**config.mk**
```make
export PLATFORM = sky130hd
export DESIGN_NAME = touch_keypad_pin_entry_flat
export DESIGN_NICKNAME = d
export VERILOG_FILES = /design/src/design/tkpe_pkg.sv /design/src/design/tkpe_ifs.sv /design/src/design/touch_keypad_pin_entry.sv /design/src/flat_wrapper.sv
export SDC_FILE = /design/constraint.sdc
export NUM_CORES = 1
export LEC_CHECK = 0
export ABC_AREA = 0
export BUFFER_PORTS_ARGS = -buffer_cell sky130_fd_sc_hd__buf_2
export CORE_UTILIZATION = 35
export DETAILED_ROUTE_END_ITERATION = 8
export HOLD_SLACK_MARGIN = 0.12
export SLEW_MARGIN = 10
export SYNTH_ARGS = -nofsm -noshare
export SYNTH_HDL_FRONTEND = slang
export SYNTH_SLANG_ARGS = --single-unit
```
**constraint.sdc**
```tcl
create_clock -name clk -period 4.75 [get_ports clk]
set_input_delay 0.95 -clock clk [delete_from_list [all_inputs] [get_ports clk]]
set_output_delay 0.95 -clock clk [all_outputs]
set_load 0.03 [all_outputs]
```
**src/design/tkpe_pkg.sv**
```systemverilog
`default_nettype none
// tkpe_pkg: shared constants, register indexes and key table for the touch keypad PIN block.
// No dependencies; compiled first.
package tkpe_pkg;

	// PIN buffer depth default
	localparam int PIN_DIGITS_DEF = 4;

	// register indexes on the config port
	localparam int CFG_IDX_W = 2;
	localparam logic [CFG_IDX_W-1:0] REG_IDLE_LIMIT      = 2'd0;
	localparam logic [CFG_IDX_W-1:0] REG_AWAKE_POLARITY  = 2'd1;
	localparam logic [CFG_IDX_W-1:0] REG_ASLEEP_POLARITY = 2'd2;

	// register reset values
	localparam logic [7:0] IDLE_LIMIT_RST      = 8'd20;
	localparam logic [7:0] AWAKE_POLARITY_RST  = 8'hFF;
	localparam logic [7:0] ASLEEP_POLARITY_RST = 8'h00;

	// character codes
	localparam logic [6:0] KEY_NONE   = 7'd0;
	localparam logic [6:0] KEY_BS     = 7'd8;
	localparam logic [6:0] KEY_CR     = 7'd13;
	localparam logic [7:0] CHAR_BLANK = 8'd95;  // underscore
	localparam logic [7:0] PREV_KEY_RST = 8'd81; // 'Q', never a real key

	localparam logic [7:0] LED_RST      = 8'hFF;  // forces a write on first poll
	localparam logic [7:0] IDLE_MAX     = 8'hFF;

	// character of sensor mask bit idx+1
	function automatic logic [6:0] key_char(input logic [3:0] idx);
		logic [6:0] c;
		case (idx)
			4'd0:    c = 7'd52;  // 4
			4'd1:    c = 7'd55;  // 7
			4'd2:    c = 7'd54;  // 6
			4'd3:    c = 7'd49;  // 1
			4'd4:    c = 7'd53;  // 5
			4'd5:    c = 7'd56;  // 8
			4'd6:    c = 7'd48;  // 0
			4'd7:    c = 7'd50;  // 2
			4'd8:    c = 7'd51;  // 3
			4'd9:    c = KEY_CR;
			4'd10:   c = 7'd57;  // 9
			4'd11:   c = KEY_BS;
			default: c = KEY_NONE;
		endcase
		return c;
	endfunction

endpackage
`default_nettype wire

```
**src/design/tkpe_ifs.sv**
```systemverilog
`default_nettype none
// tkpe_ifs: valid/ready channel interfaces for keypad polls and results.
// No dependencies.
interface tkpe_poll_if;
	logic       valid;
	logic       ready;
	logic [7:0] button_status_low;
	logic [7:0] button_status_high;
	logic [7:0] group_status;

	modport source (output valid, output button_status_low, output button_status_high,
		output group_status, input ready);
	modport sink (input valid, input button_status_low, input button_status_high,
		input group_status, output ready);
endinterface

interface tkpe_result_if;
	logic        valid;
	logic        ready;
	logic [6:0]  key_code;
	logic        prox;
	logic [7:0]  led_low_value;
	logic        led_low_write;
	logic [7:0]  led_high_value;
	logic        led_high_write;
	logic        feedback_pulse;
	logic [31:0] pin_text;
	logic [2:0]  pin_length;
	logic        polarity_write;
	logic [7:0]  polarity_value;
	logic        idle_expired;

	modport source (output valid, output key_code, output prox, output led_low_value,
		output led_low_write, output led_high_value, output led_high_write,
		output feedback_pulse, output pin_text, output pin_length, output polarity_write,
		output polarity_value, output idle_expired, input ready);
	modport sink (input valid, input key_code, input prox, input led_low_value,
		input led_low_write, input led_high_value, input led_high_write,
		input feedback_pulse, input pin_text, input pin_length, input polarity_write,
		input polarity_value, input idle_expired, output ready);
endinterface
`default_nettype wire

```
**src/design/touch_keypad_pin_entry.sv**
```systemverilog
`default_nettype none
// touch_keypad_pin_entry: capacitive keypad poll decoder, LED drive, PIN buffer and idle sleep.
// Depends on tkpe_pkg and the channel interfaces in tkpe_ifs.sv.
//
// Usage:
//  - poll (sink): one transfer per keypad poll, carrying the two button status bytes and the
//    group status byte. result (source): one transfer per poll with key code, LED bytes and
//    write strobes, feedback pulse, PIN text/length, polarity write and idle flag.
//  - cfg_we/cfg_index/cfg_wdata: write-only registers (idle_limit, awake_polarity,
//    asleep_polarity), taken at any edge with cfg_we high; unknown indexes are dropped.
//    Write them only while no poll is in flight.
//  - A taken poll passes the input register, then the result register, before it shows up on
//    result. Throughput: one poll per cycle, limited only by the result register.
//  - All decode, PIN update and idle counting is one combinational pass from the input register
//    into the result register; the keypad state updates in the same edge the result loads.
//  - Stall: while result.ready is low the finished result holds, one more poll can sit in the
//    input register, and poll.ready drops until the result register frees.
//  - Reset (arst_n low): registers return to defaults, PIN reads all underscores, LED history
//    is 8'hFF so the first poll always raises both LED write strobes, LEDs start asleep so the
//    first active poll writes the awake polarity.
module touch_keypad_pin_entry #(
	parameter int PIN_DIGITS = tkpe_pkg::PIN_DIGITS_DEF
) (
	input  wire logic                          clk,
	input  wire logic                          arst_n,
	tkpe_poll_if.sink                          poll,
	tkpe_result_if.source                      result,
	input  wire logic                          cfg_we,
	input  wire logic [tkpe_pkg::CFG_IDX_W-1:0] cfg_index,
	input  wire logic [7:0]                    cfg_wdata
);
	import tkpe_pkg::*;

	// position counts 0..PIN_DIGITS inclusive
	localparam int PW = $clog2(PIN_DIGITS + 1);

	// config registers
	logic [7:0] idle_limit_q, awake_pol_q, asleep_pol_q;

	// input stage
	logic       valid_s1;
	logic [7:0] btn_lo_s1, btn_hi_s1, grp_s1;

	// keypad state
	logic [7:0]    last_led_lo_q, last_led_hi_q;
	logic          saw_cs8_q;
	logic [7:0]    prev_key_q;
	logic [7:0]    pin_chars_q [PIN_DIGITS];
	logic [PW-1:0] pin_pos_q;
	logic [7:0]    idle_cnt_q;
	logic          leds_awake_q;

	// result register
	logic        res_valid_q;
	logic [6:0]  key_q;
	logic        prox_q;
	logic [7:0]  led_lo_q, led_hi_q;
	logic        wr_lo_q, wr_hi_q, pulse_q;
	logic [31:0] text_q;
	logic [2:0]  len_q;
	logic        pol_wr_q;
	logic [7:0]  pol_val_q;
	logic        expired_q;

	// handshake: the input stage moves on when the result register is empty or being drained
	logic accept, advance;
	assign advance    = valid_s1 && (!res_valid_q || result.ready);
	assign poll.ready = !valid_s1 || advance;
	assign accept     = poll.valid && poll.ready;

	always_ff @(posedge clk or negedge arst_n) begin
		if (!arst_n) begin
			idle_limit_q <= IDLE_LIMIT_RST;
			awake_pol_q  <= AWAKE_POLARITY_RST;
			asleep_pol_q <= ASLEEP_POLARITY_RST;
		end else if (cfg_we) begin
			unique case (cfg_index)
				REG_IDLE_LIMIT:      idle_limit_q <= cfg_wdata;
				REG_AWAKE_POLARITY:  awake_pol_q  <= cfg_wdata;
				REG_ASLEEP_POLARITY: asleep_pol_q <= cfg_wdata;
				default: ;
			endcase
		end
	end

	always_ff @(posedge clk or negedge arst_n) begin
		if (!arst_n) begin
			valid_s1 <= 1'b0;
		end else if (accept) begin
			valid_s1 <= 1'b1;
		end else if (advance) begin
			valid_s1 <= 1'b0;
		end
	end

	always_ff @(posedge clk) begin
		if (accept) begin
			btn_lo_s1 <= poll.button_status_low;
			btn_hi_s1 <= poll.button_status_high;
			grp_s1    <= poll.group_status;
		end
	end

	// ---------------------------------------------------------------- decode
	// mask bit n is sensor CS(n+1); bit 0 proximity, bit 7 CS8 (also set by group tap/hold)
	logic [13:0] mask;
	always_comb begin
		mask       = {btn_hi_s1, btn_lo_s1[5:0]};
		mask[7]    = btn_hi_s1[1] | (grp_s1[3:0] != 4'd0);
	end

	logic [7:0] led_lo, led_hi;
	always_comb begin
		led_lo    = 8'd0;
		led_hi    = 8'd0;
		led_lo[7] = mask[7];
		led_lo[0] = mask[11];
		led_hi[0] = mask[8];
		led_hi[1] = mask[9];
		led_hi[2] = mask[10] | mask[12];  // CS11 and CS13 share one LED
	end

	logic pulse, prox;
	assign pulse = mask[7] && !saw_cs8_q;
	assign prox  = mask[0];

	// lowest touched key wins; CS14 is unused
	logic [6:0] key;
	always_comb begin
		key = KEY_NONE;
		for (int i = 12; i >= 1; i--) begin
			if (mask[i]) begin
				key = key_char(4'(i - 1));
			end
		end
	end

	// ---------------------------------------------------------------- PIN buffer
	logic [7:0]    key8;
	logic          is_bs, is_cr;
	logic [7:0]    chars_n [PIN_DIGITS];
	logic [PW-1:0] pos_n;
	logic [7:0]    prev_n;
	assign key8  = {1'b0, key};
	assign is_bs = (key == KEY_BS);
	assign is_cr = (key == KEY_CR);

	always_comb begin
		chars_n = pin_chars_q;
		pos_n   = pin_pos_q;
		prev_n  = prev_key_q;
		// a held key repeats the previous code and is ignored
		if (key8 != prev_key_q) begin
			prev_n = key8;
			if (key != KEY_NONE) begin
				if (is_bs) begin
					if (pos_n != '0) begin
						pos_n = pos_n - PW'(1);
					end
					for (int j = 0; j < PIN_DIGITS; j++) begin
						if (pos_n == PW'(j)) begin
							chars_n[j] = CHAR_BLANK;
						end
					end
				end
				// full buffer wraps, enter clears
				if (pos_n >= PW'(PIN_DIGITS) || is_cr) begin
					for (int j = 0; j < PIN_DIGITS; j++) begin
						chars_n[j] = CHAR_BLANK;
					end
					pos_n = '0;
				end
				if (!is_cr && !is_bs) begin
					for (int j = 0; j < PIN_DIGITS; j++) begin
						if (pos_n == PW'(j)) begin
							chars_n[j] = key8;
						end
					end
					pos_n = pos_n + PW'(1);
				end
			end
		end
	end

	logic [31:0] text;
	for (genvar g = 0; g < 4; g++) begin : g_text
		if (g < PIN_DIGITS) begin : g_chr
			assign text[8*g +: 8] = chars_n[g];
		end else begin : g_pad
			assign text[8*g +: 8] = CHAR_BLANK;
		end
	end

	logic [31:0] pos_wide;
	assign pos_wide = 32'(pos_n);

	// ---------------------------------------------------------------- idle / sleep
	logic [7:0] idle_n;
	logic       expired, pol_wr;
	logic [7:0] pol_val;
	always_comb begin
		if (prox || key != KEY_NONE) begin
			idle_n = 8'd0;
		end else if (idle_cnt_q != IDLE_MAX) begin
			idle_n = idle_cnt_q + 8'd1;
		end else begin
			idle_n = idle_cnt_q;
		end
		expired = (idle_n >= idle_limit_q);
		pol_wr  = 1'b0;
		pol_val = 8'd0;
		if (expired && leds_awake_q) begin
			pol_wr  = 1'b1;
			pol_val = asleep_pol_q;
		end else if (!expired && !leds_awake_q) begin
			pol_wr  = 1'b1;
			pol_val = awake_pol_q;
		end
	end

	// ---------------------------------------------------------------- state and result
	always_ff @(posedge clk or negedge arst_n) begin
		if (!arst_n) begin
			last_led_lo_q <= LED_RST;
			last_led_hi_q <= LED_RST;
			saw_cs8_q     <= 1'b0;
			prev_key_q    <= PREV_KEY_RST;
			for (int j = 0; j < PIN_DIGITS; j++) begin
				pin_chars_q[j] <= CHAR_BLANK;
			end
			pin_pos_q     <= '0;
			idle_cnt_q    <= 8'd0;
			leds_awake_q  <= 1'b0;
		end else if (advance) begin
			last_led_lo_q <= led_lo;
			last_led_hi_q <= led_hi;
			saw_cs8_q     <= mask[7];
			prev_key_q    <= prev_n;
			pin_chars_q   <= chars_n;
			pin_pos_q     <= pos_n;
			idle_cnt_q    <= idle_n;
			leds_awake_q  <= !expired;
		end
	end

	always_ff @(posedge clk or negedge arst_n) begin
		if (!arst_n) begin
			res_valid_q <= 1'b0;
		end else if (advance) begin
			res_valid_q <= 1'b1;
		end else if (result.ready) begin
			res_valid_q <= 1'b0;
		end
	end

	always_ff @(posedge clk) begin
		if (advance) begin
			key_q     <= key;
			prox_q    <= prox;
			led_lo_q  <= led_lo;
			led_hi_q  <= led_hi;
			wr_lo_q   <= (led_lo != last_led_lo_q);
			wr_hi_q   <= (led_hi != last_led_hi_q);
			pulse_q   <= pulse;
			text_q    <= text;
			len_q     <= pos_wide[2:0];
			pol_wr_q  <= pol_wr;
			pol_val_q <= pol_val;
			expired_q <= expired;
		end
	end

	assign result.valid          = res_valid_q;
	assign result.key_code       = key_q;
	assign result.prox           = prox_q;
	assign result.led_low_value  = led_lo_q;
	assign result.led_low_write  = wr_lo_q;
	assign result.led_high_value = led_hi_q;
	assign result.led_high_write = wr_hi_q;
	assign result.feedback_pulse = pulse_q;
	assign result.pin_text       = text_q;
	assign result.pin_length     = len_q;
	assign result.polarity_write = pol_wr_q;
	assign result.polarity_value = pol_val_q;
	assign result.idle_expired   = expired_q;

	// ---------------------------------------------------------------- checks
	// write position never runs past the buffer end
	a_pos_range: assert property (@(posedge clk) disable iff (!arst_n)
		pin_pos_q <= PW'(PIN_DIGITS))
		else $error("PIN position beyond buffer");

	// a held result reflects the current LED sleep state
	a_awake_match: assert property (@(posedge clk) disable iff (!arst_n)
		res_valid_q |-> (leds_awake_q == !expired_q))
		else $error("LED sleep state out of step with result");

	// no polarity value without a polarity write
	a_pol_zero: assert property (@(posedge clk) disable iff (!arst_n)
		(result.valid && !result.polarity_write) |-> (result.polarity_value == 8'd0))
		else $error("polarity value without write");

	// a feedback pulse only comes with the CS8 LED lit
	a_pulse_led: assert property (@(posedge clk) disable iff (!arst_n)
		(result.valid && result.feedback_pulse) |-> result.led_low_value[7])
		else $error("feedback pulse without CS8");

endmodule
`default_nettype wire

```
**src/flat_wrapper.sv**
```systemverilog
// flat-port wrapper written by rule: the top's interface ports become plain ports
module touch_keypad_pin_entry_flat import tkpe_pkg::*;
#(
	parameter int PIN_DIGITS = tkpe_pkg::PIN_DIGITS_DEF
)
  (clk, arst_n, cfg_we, cfg_index, cfg_wdata, poll_valid, poll_button_status_low, poll_button_status_high, poll_group_status, poll_ready, result_valid, result_key_code, result_prox, result_led_low_value, result_led_low_write, result_led_high_value, result_led_high_write, result_feedback_pulse, result_pin_text, result_pin_length, result_polarity_write, result_polarity_value, result_idle_expired, result_ready);
  tkpe_poll_if poll_i ();
  tkpe_result_if result_i ();
  input  wire logic clk;
  input  wire logic arst_n;
  input  wire logic cfg_we;
  input  wire logic [tkpe_pkg::CFG_IDX_W-1:0] cfg_index;
  input  wire logic [7:0] cfg_wdata;
  input wire logic [$bits(poll_i.valid)-1:0] poll_valid;
  input wire logic [$bits(poll_i.button_status_low)-1:0] poll_button_status_low;
  input wire logic [$bits(poll_i.button_status_high)-1:0] poll_button_status_high;
  input wire logic [$bits(poll_i.group_status)-1:0] poll_group_status;
  output wire logic [$bits(poll_i.ready)-1:0] poll_ready;
  output wire logic [$bits(result_i.valid)-1:0] result_valid;
  output wire logic [$bits(result_i.key_code)-1:0] result_key_code;
  output wire logic [$bits(result_i.prox)-1:0] result_prox;
  output wire logic [$bits(result_i.led_low_value)-1:0] result_led_low_value;
  output wire logic [$bits(result_i.led_low_write)-1:0] result_led_low_write;
  output wire logic [$bits(result_i.led_high_value)-1:0] result_led_high_value;
  output wire logic [$bits(result_i.led_high_write)-1:0] result_led_high_write;
  output wire logic [$bits(result_i.feedback_pulse)-1:0] result_feedback_pulse;
  output wire logic [$bits(result_i.pin_text)-1:0] result_pin_text;
  output wire logic [$bits(result_i.pin_length)-1:0] result_pin_length;
  output wire logic [$bits(result_i.polarity_write)-1:0] result_polarity_write;
  output wire logic [$bits(result_i.polarity_value)-1:0] result_polarity_value;
  output wire logic [$bits(result_i.idle_expired)-1:0] result_idle_expired;
  input wire logic [$bits(result_i.ready)-1:0] result_ready;
  assign poll_i.valid = poll_valid;
  assign poll_i.button_status_low = poll_button_status_low;
  assign poll_i.button_status_high = poll_button_status_high;
  assign poll_i.group_status = poll_group_status;
  assign poll_ready = poll_i.ready;
  assign result_valid = result_i.valid;
  assign result_key_code = result_i.key_code;
  assign result_prox = result_i.prox;
  assign result_led_low_value = result_i.led_low_value;
  assign result_led_low_write = result_i.led_low_write;
  assign result_led_high_value = result_i.led_high_value;
  assign result_led_high_write = result_i.led_high_write;
  assign result_feedback_pulse = result_i.feedback_pulse;
  assign result_pin_text = result_i.pin_text;
  assign result_pin_length = result_i.pin_length;
  assign result_polarity_write = result_i.polarity_write;
  assign result_polarity_value = result_i.polarity_value;
  assign result_idle_expired = result_i.idle_expired;
  assign result_i.ready = result_ready;
  touch_keypad_pin_entry #(.PIN_DIGITS(PIN_DIGITS)) u_core (.clk(clk), .arst_n(arst_n), .poll(poll_i), .result(result_i), .cfg_we(cfg_we), .cfg_index(cfg_index), .cfg_wdata(cfg_wdata));
endmodule
```
# Yosys cells after proc, flatten, opt, wreduce, memory -nomap -nowiden
# Cells that the tools add are included.
# totals
regBits,172
output_inout_bits,74
wordCells,128
# op_classes
addsub,3
n_reduce_logical,29
muxes,47
bitwise_logic,2
eq_ne,14
n_lt_le_gt_ge,2
# op_table
op,n
32-bit 2-to-1 mux,5
8-bit 2-to-1 mux,12
6-bit 2-to-1 mux,11
3-bit 2-to-1 mux,13
"3-bit by 2-bit == test with 1-bit output, second input constant",4
"6-bit by 4-bit == test with 1-bit output, second input constant",2
"8-bit by 1-bit adder with 8-bit output, second input constant",1
8-bit >= comparator,1
3-bit by 8-bit inequality test with 1-bit output,1
8-bit inequality test,1
"8-bit inequality test, second input constant",1
2-bit AND reduction,4
1-bit logical NOT,7
6-bit by 7-bit inequality test with 1-bit output,1
7-bit nonzero test,1
"3-bit by 1-bit == test with 1-bit output, second input constant",2
1-bit logical AND,6
3-bit logical NOT,2
1-bit 2-to-1 mux,5
1-bit logical OR,4
4-bit 2-to-1 mux,1
2-bit nonzero test,2
4-bit nonzero test,1
"3-bit by 1-bit adder with 3-bit output, second input constant",1
7 further kinds,8

# Longest topological paths before layout
# logic_depth
ltp_word,29
depth_mapped,16

# Worst setup path before layout
# OpenSTA, ideal clock, no wires.
# synth_timing
path_type,in2reg
from,input result_ready
to,register u_core.pulse_q (netlist: u_core.result.feedback_pulse) (enable)
cell_stages,5
slack_ps,900
t_arrival_ps,3404
t_required_ps,4304
path_buffers,2
path_cell_list,nand2b_1 > nand2_1 > inv_1 > buf_1 > buf_1
# synth_between
elab_chain_cells,2
# synth_lines
element,line,rtl
start: declaration,flat_wrapper.sv:32,input wire logic [$bits(result_i.ready)-1:0] result_ready;
1-bit logical OR,touch_keypad_pin_entry.sv:67,assign advance = valid_s1 && (!res_valid_q || result.ready);
1-bit logical AND,touch_keypad_pin_entry.sv:67,
net u_core.advance,touch_keypad_pin_entry.sv:66,"logic accept, advance;"
end signal: assignment,touch_keypad_pin_entry.sv:264,pulse_q <= pulse;
end: declaration,touch_keypad_pin_entry.sv:58,"logic wr_lo_q, wr_hi_q, pulse_q;"
# The timed path passes the listed nets, and every way through them passes these cells.
# A chain may end at the register's enable or synchronous reset.

==> flow_metrics.env <==
export IMPL_status="complete, no violations"
export IMPL_grt_pass1_wl_um=25600
export IMPL_final_util=0.424
export IMPL_critical_path_startpoint_type="flip-flop"
export IMPL_rsz0062_at_grt="false"
export IMPL_antenna_found_initial=0
export IMPL_yosysTopAreaCellShare=0.311
export IMPL_syn2layout_area_growth_pct=18.0
export IMPL_die_area_um2=21600
export IMPL_ys_seq_area_frac=0.604
export IMPL_clockBufferDepth=2
export IMPL_cpMostUsedCell="ha_1"
export IMPL_cap_violations=0
export IMPL_drt_total_wl_um=15500
export IMPL_routedWlPerCell_um=16.0
export IMPL_finalSetupViolCount=0
export IMPL_netlist_area_um2=7350
export IMPL_drt_pass1_iter_count=5
export IMPL_n_antenna_cell=0
export IMPL_clk_latency_ns=0.43
export IMPL_ctsResizeCount=0
export IMPL_io_buffers=93
export IMPL_grt_overflow=0
export IMPL_crit_required_ns=4.90
export IMPL_clk_pin_slew_ns=0.06
export IMPL_holdCritPathClass="flip-flop to flip-flop"
export IMPL_ys_seq_elements=160
export IMPL_finalHoldViolCount=0
export IMPL_max_freq_ghz=0.243
export IMPL_core_um2=20400
export IMPL_synth_most_common_cell="edfxtp_1"
export IMPL_cts_sinks=160
export IMPL_cp_arrival_ns=4.25
export IMPL_report_power_total_mw=4.51
export IMPL_ir_worst_vdd_mv=0.238
export IMPL_multi_input_area_um2=2660
export IMPL_post_route_period_util=0.865
export IMPL_endpoint_kind="flip-flop"
export IMPL_grtUsageTotal=0.152
export IMPL_initial_utilization=0.360
export IMPL_cts_tree="yes"
export IMPL_vias_per_cell=5.13
export IMPL_synthTopCellsByCount="76 x edfxtp_1, 50 x nand2_1, 43 x dfstp_2, 41 x dfrtp_1, 30 x nor2_1"
export IMPL_layout_area_seq_um2=4440
export IMPL_ys_types=65
export IMPL_synth_top_area_cell="edfxtp_1"
export IMPL_grt_pass1_vias=5139
export IMPL_fin_tns_setup_ns=0
export IMPL_powerDensity_nw_per_um2=520
export IMPL_cts_root_buf="clkbuf_16"
export IMPL_crit_type="flip-flop to flip-flop"
export IMPL_drive_gt1_frac=0.318
export IMPL_synthTopCellsByArea="edfxtp_1 31%, dfstp_2 15%, dfrtp_1 14%"
export IMPL_gp_congestion=0.855
export IMPL_crit_path_top_delay_cell="a211oi_1"
export IMPL_ys_warn_count=0
export IMPL_worst_path_max_fanout=11
export IMPL_synthFlopType="edfxtp_1"
export IMPL_hold_buffers=0
export IMPL_num_nets_final=742
export IMPL_rows=52
export IMPL_syn_inst=589
export IMPL_ant_nets=0
export IMPL_grt_max_degree=81
export IMPL_ctsHtreeMaxLevel=4
export IMPL_first_iter_violations=314
export IMPL_cts_setup_buffers=0
export IMPL_hpwl_um=10700
export IMPL_die_w_um=147
export IMPL_clock_skew_ns=0.0135
export IMPL_drc=0
export IMPL_slew_viol_final=0
export IMPL_min_period_ns=4.11
export IMPL_synth_async_reset_ratio=0.525
export IMPL_critPathMaxStageDelay_ns=0.65
export IMPL_chipHeight_um=147
export IMPL_fill_cells=1926
export IMPL_path_cells="inv_1 -> ha_1 -> nand2b_1 -> nand3_1 -> a2111oi_0 -> a21oi_1 -> a211oi_1 -> ha_1 -> ha_1 -> nand2_1 -> a211oi_1 -> nor2b_1"
export IMPL_synth_edf_count=76
export IMPL_io_pins=113
export IMPL_cts_buffers=17
export IMPL_leakage_nw=3.33
export IMPL_synth_area_per_cell_um2=12.5
export IMPL_tightest_slew_ns=1.05
export IMPL_slew_headroom=0.295
export IMPL_vias=4962
metrics by stage:
stage | hold slack, ns | area [um^2] | worst slack, ns | instances
after floorplan | 0.425 | 7390 | 0.900 | 600
after global placement | 0.454 | 8050 | 0.817 | 936
after detailed placement | 0.461 | 8050 | 0.705 | 936
after CTS | 0.473 | 8670 | 0.650 | 968
after global routing | 0.489 | 8670 | 0.172 | 968
final | 0.471 | 8670 | 0.643 | 968
report_power, final:
group,internal [mW],switching (mW),total (mW)
Clock,0.806,0.591,1.40
Combinational,0.432,0.732,1.16
Sequential,1.82,0.133,1.95
Total,3.05,1.46,4.51
state kept, by name, summed over array words and instances (netlist names), 3 cells and up:
name	count
u_core.result.key_code	5
u_core.last_led_hi_q	4
u_core.btn_hi_s1	7
u_core.pin_chars_q	32
u_core.asleep_pol_q	8
u_core.result.polarity_value	8
u_core.result.led_high_value	3
u_core.pin_pos_q	3
u_core.prev_key_q	7
u_core.btn_lo_s1	6
u_core.grp_s1	4
u_core.result.pin_text	32
u_core.awake_pol_q	8
u_core.result.pin_length	3
u_core.idle_limit_q	8
u_core.idle_cnt_q	8
cells by family (layout without fill, tap and decap cells):
logic type | Yosys count | after routing | share of synthesized area
adder cells (fa/ha/maj) | 18 | 18 | 0.0306
flip-flops | 160 | 160 | 0.604
buffers and inverters | 59 | 157 | 0.0402
AO/OA/AOI/OAI | 117 | 117 | 0.122
XOR/XNOR | 10 | 10 | 0.0129
multiplexers | 39 | 39 | 0.0581
AND/OR/NAND/NOR | 184 | 184 | 0.131
other | 2 | 13 | 0.00102
area by class of cell:
type                    instances  area share
flip-flops and latches        160       0.512
multi-input cells             381       0.306
repair buffers                102      0.0618
clock buffers                  20      0.0553
well taps                     270      0.0390
clock inverters                12      0.0160
inverters                      23     0.00996
layout by cell type (no fill, tap or decap), types with 9 or more instances in the layout:
cell and n:
nor2_1 30, o21ai_0 25, nand2b_1 15, nand2_1 50, clkbuf_16 19, o22a_1 16
buf_4 10, conb_1 13, mux2i_1 10, nand3_1 10, ha_1 18, dfstp_2 43
nor3_1 25, inv_1 22, mux2_2 27, edfxtp_1 76, buf_2 92, nor2b_1 9
dfrtp_1 41, o32a_1 21, a21oi_1 11
worst max-delay path, delay by kind of cell (launching register included):
| kind | cells | cell delay (ns) |
|---|---|---|
| adder cells (fa/ha/maj) | 3 | 0.71 |
| flip-flops | 1 | 0.54 |
| AO/OA/AOI/OAI | 4 | 1.86 |
| AND/OR/NAND/NOR | 4 | 0.52 |
| buffers and inverters | 1 | 0.19 |
per-layer routing:
layer  global-route usage  share of wire  vias up
met3               0.0326          0.044       30
met4               0.0722          0.023        0
li1                     -              -     2344
met1                0.181           0.43     2460
met2                0.264           0.50      128
met5                    0              0        -
path summary, 6_finish.rpt:
| kind | slack (ns) | cells past startpoint | from | endpoint |
|---|---|---|---|---|
| max | 0.64 | 12 | u_core.pin_pos_q[0] | u_core.result.pin_text[31] |
| min | 0.47 | 2 | u_core.last_led_lo_q[0] | u_core.last_led_lo_q[0] |
| max reg2reg | 0.64 | 12 | u_core.pin_pos_q[0] | u_core.result.pin_text[31] |
| min reg2reg | 0.47 | 2 | u_core.last_led_lo_q[0] | u_core.last_led_lo_q[0] |
| max in group asynchronous | 3.27 | 2 | arst_n | u_core.prev_key_q[6] |
| min in group asynchronous | 0.60 | 1 | arst_n | u_core.pin_chars_q[13] |
Power figures use the tool's default switching activity.
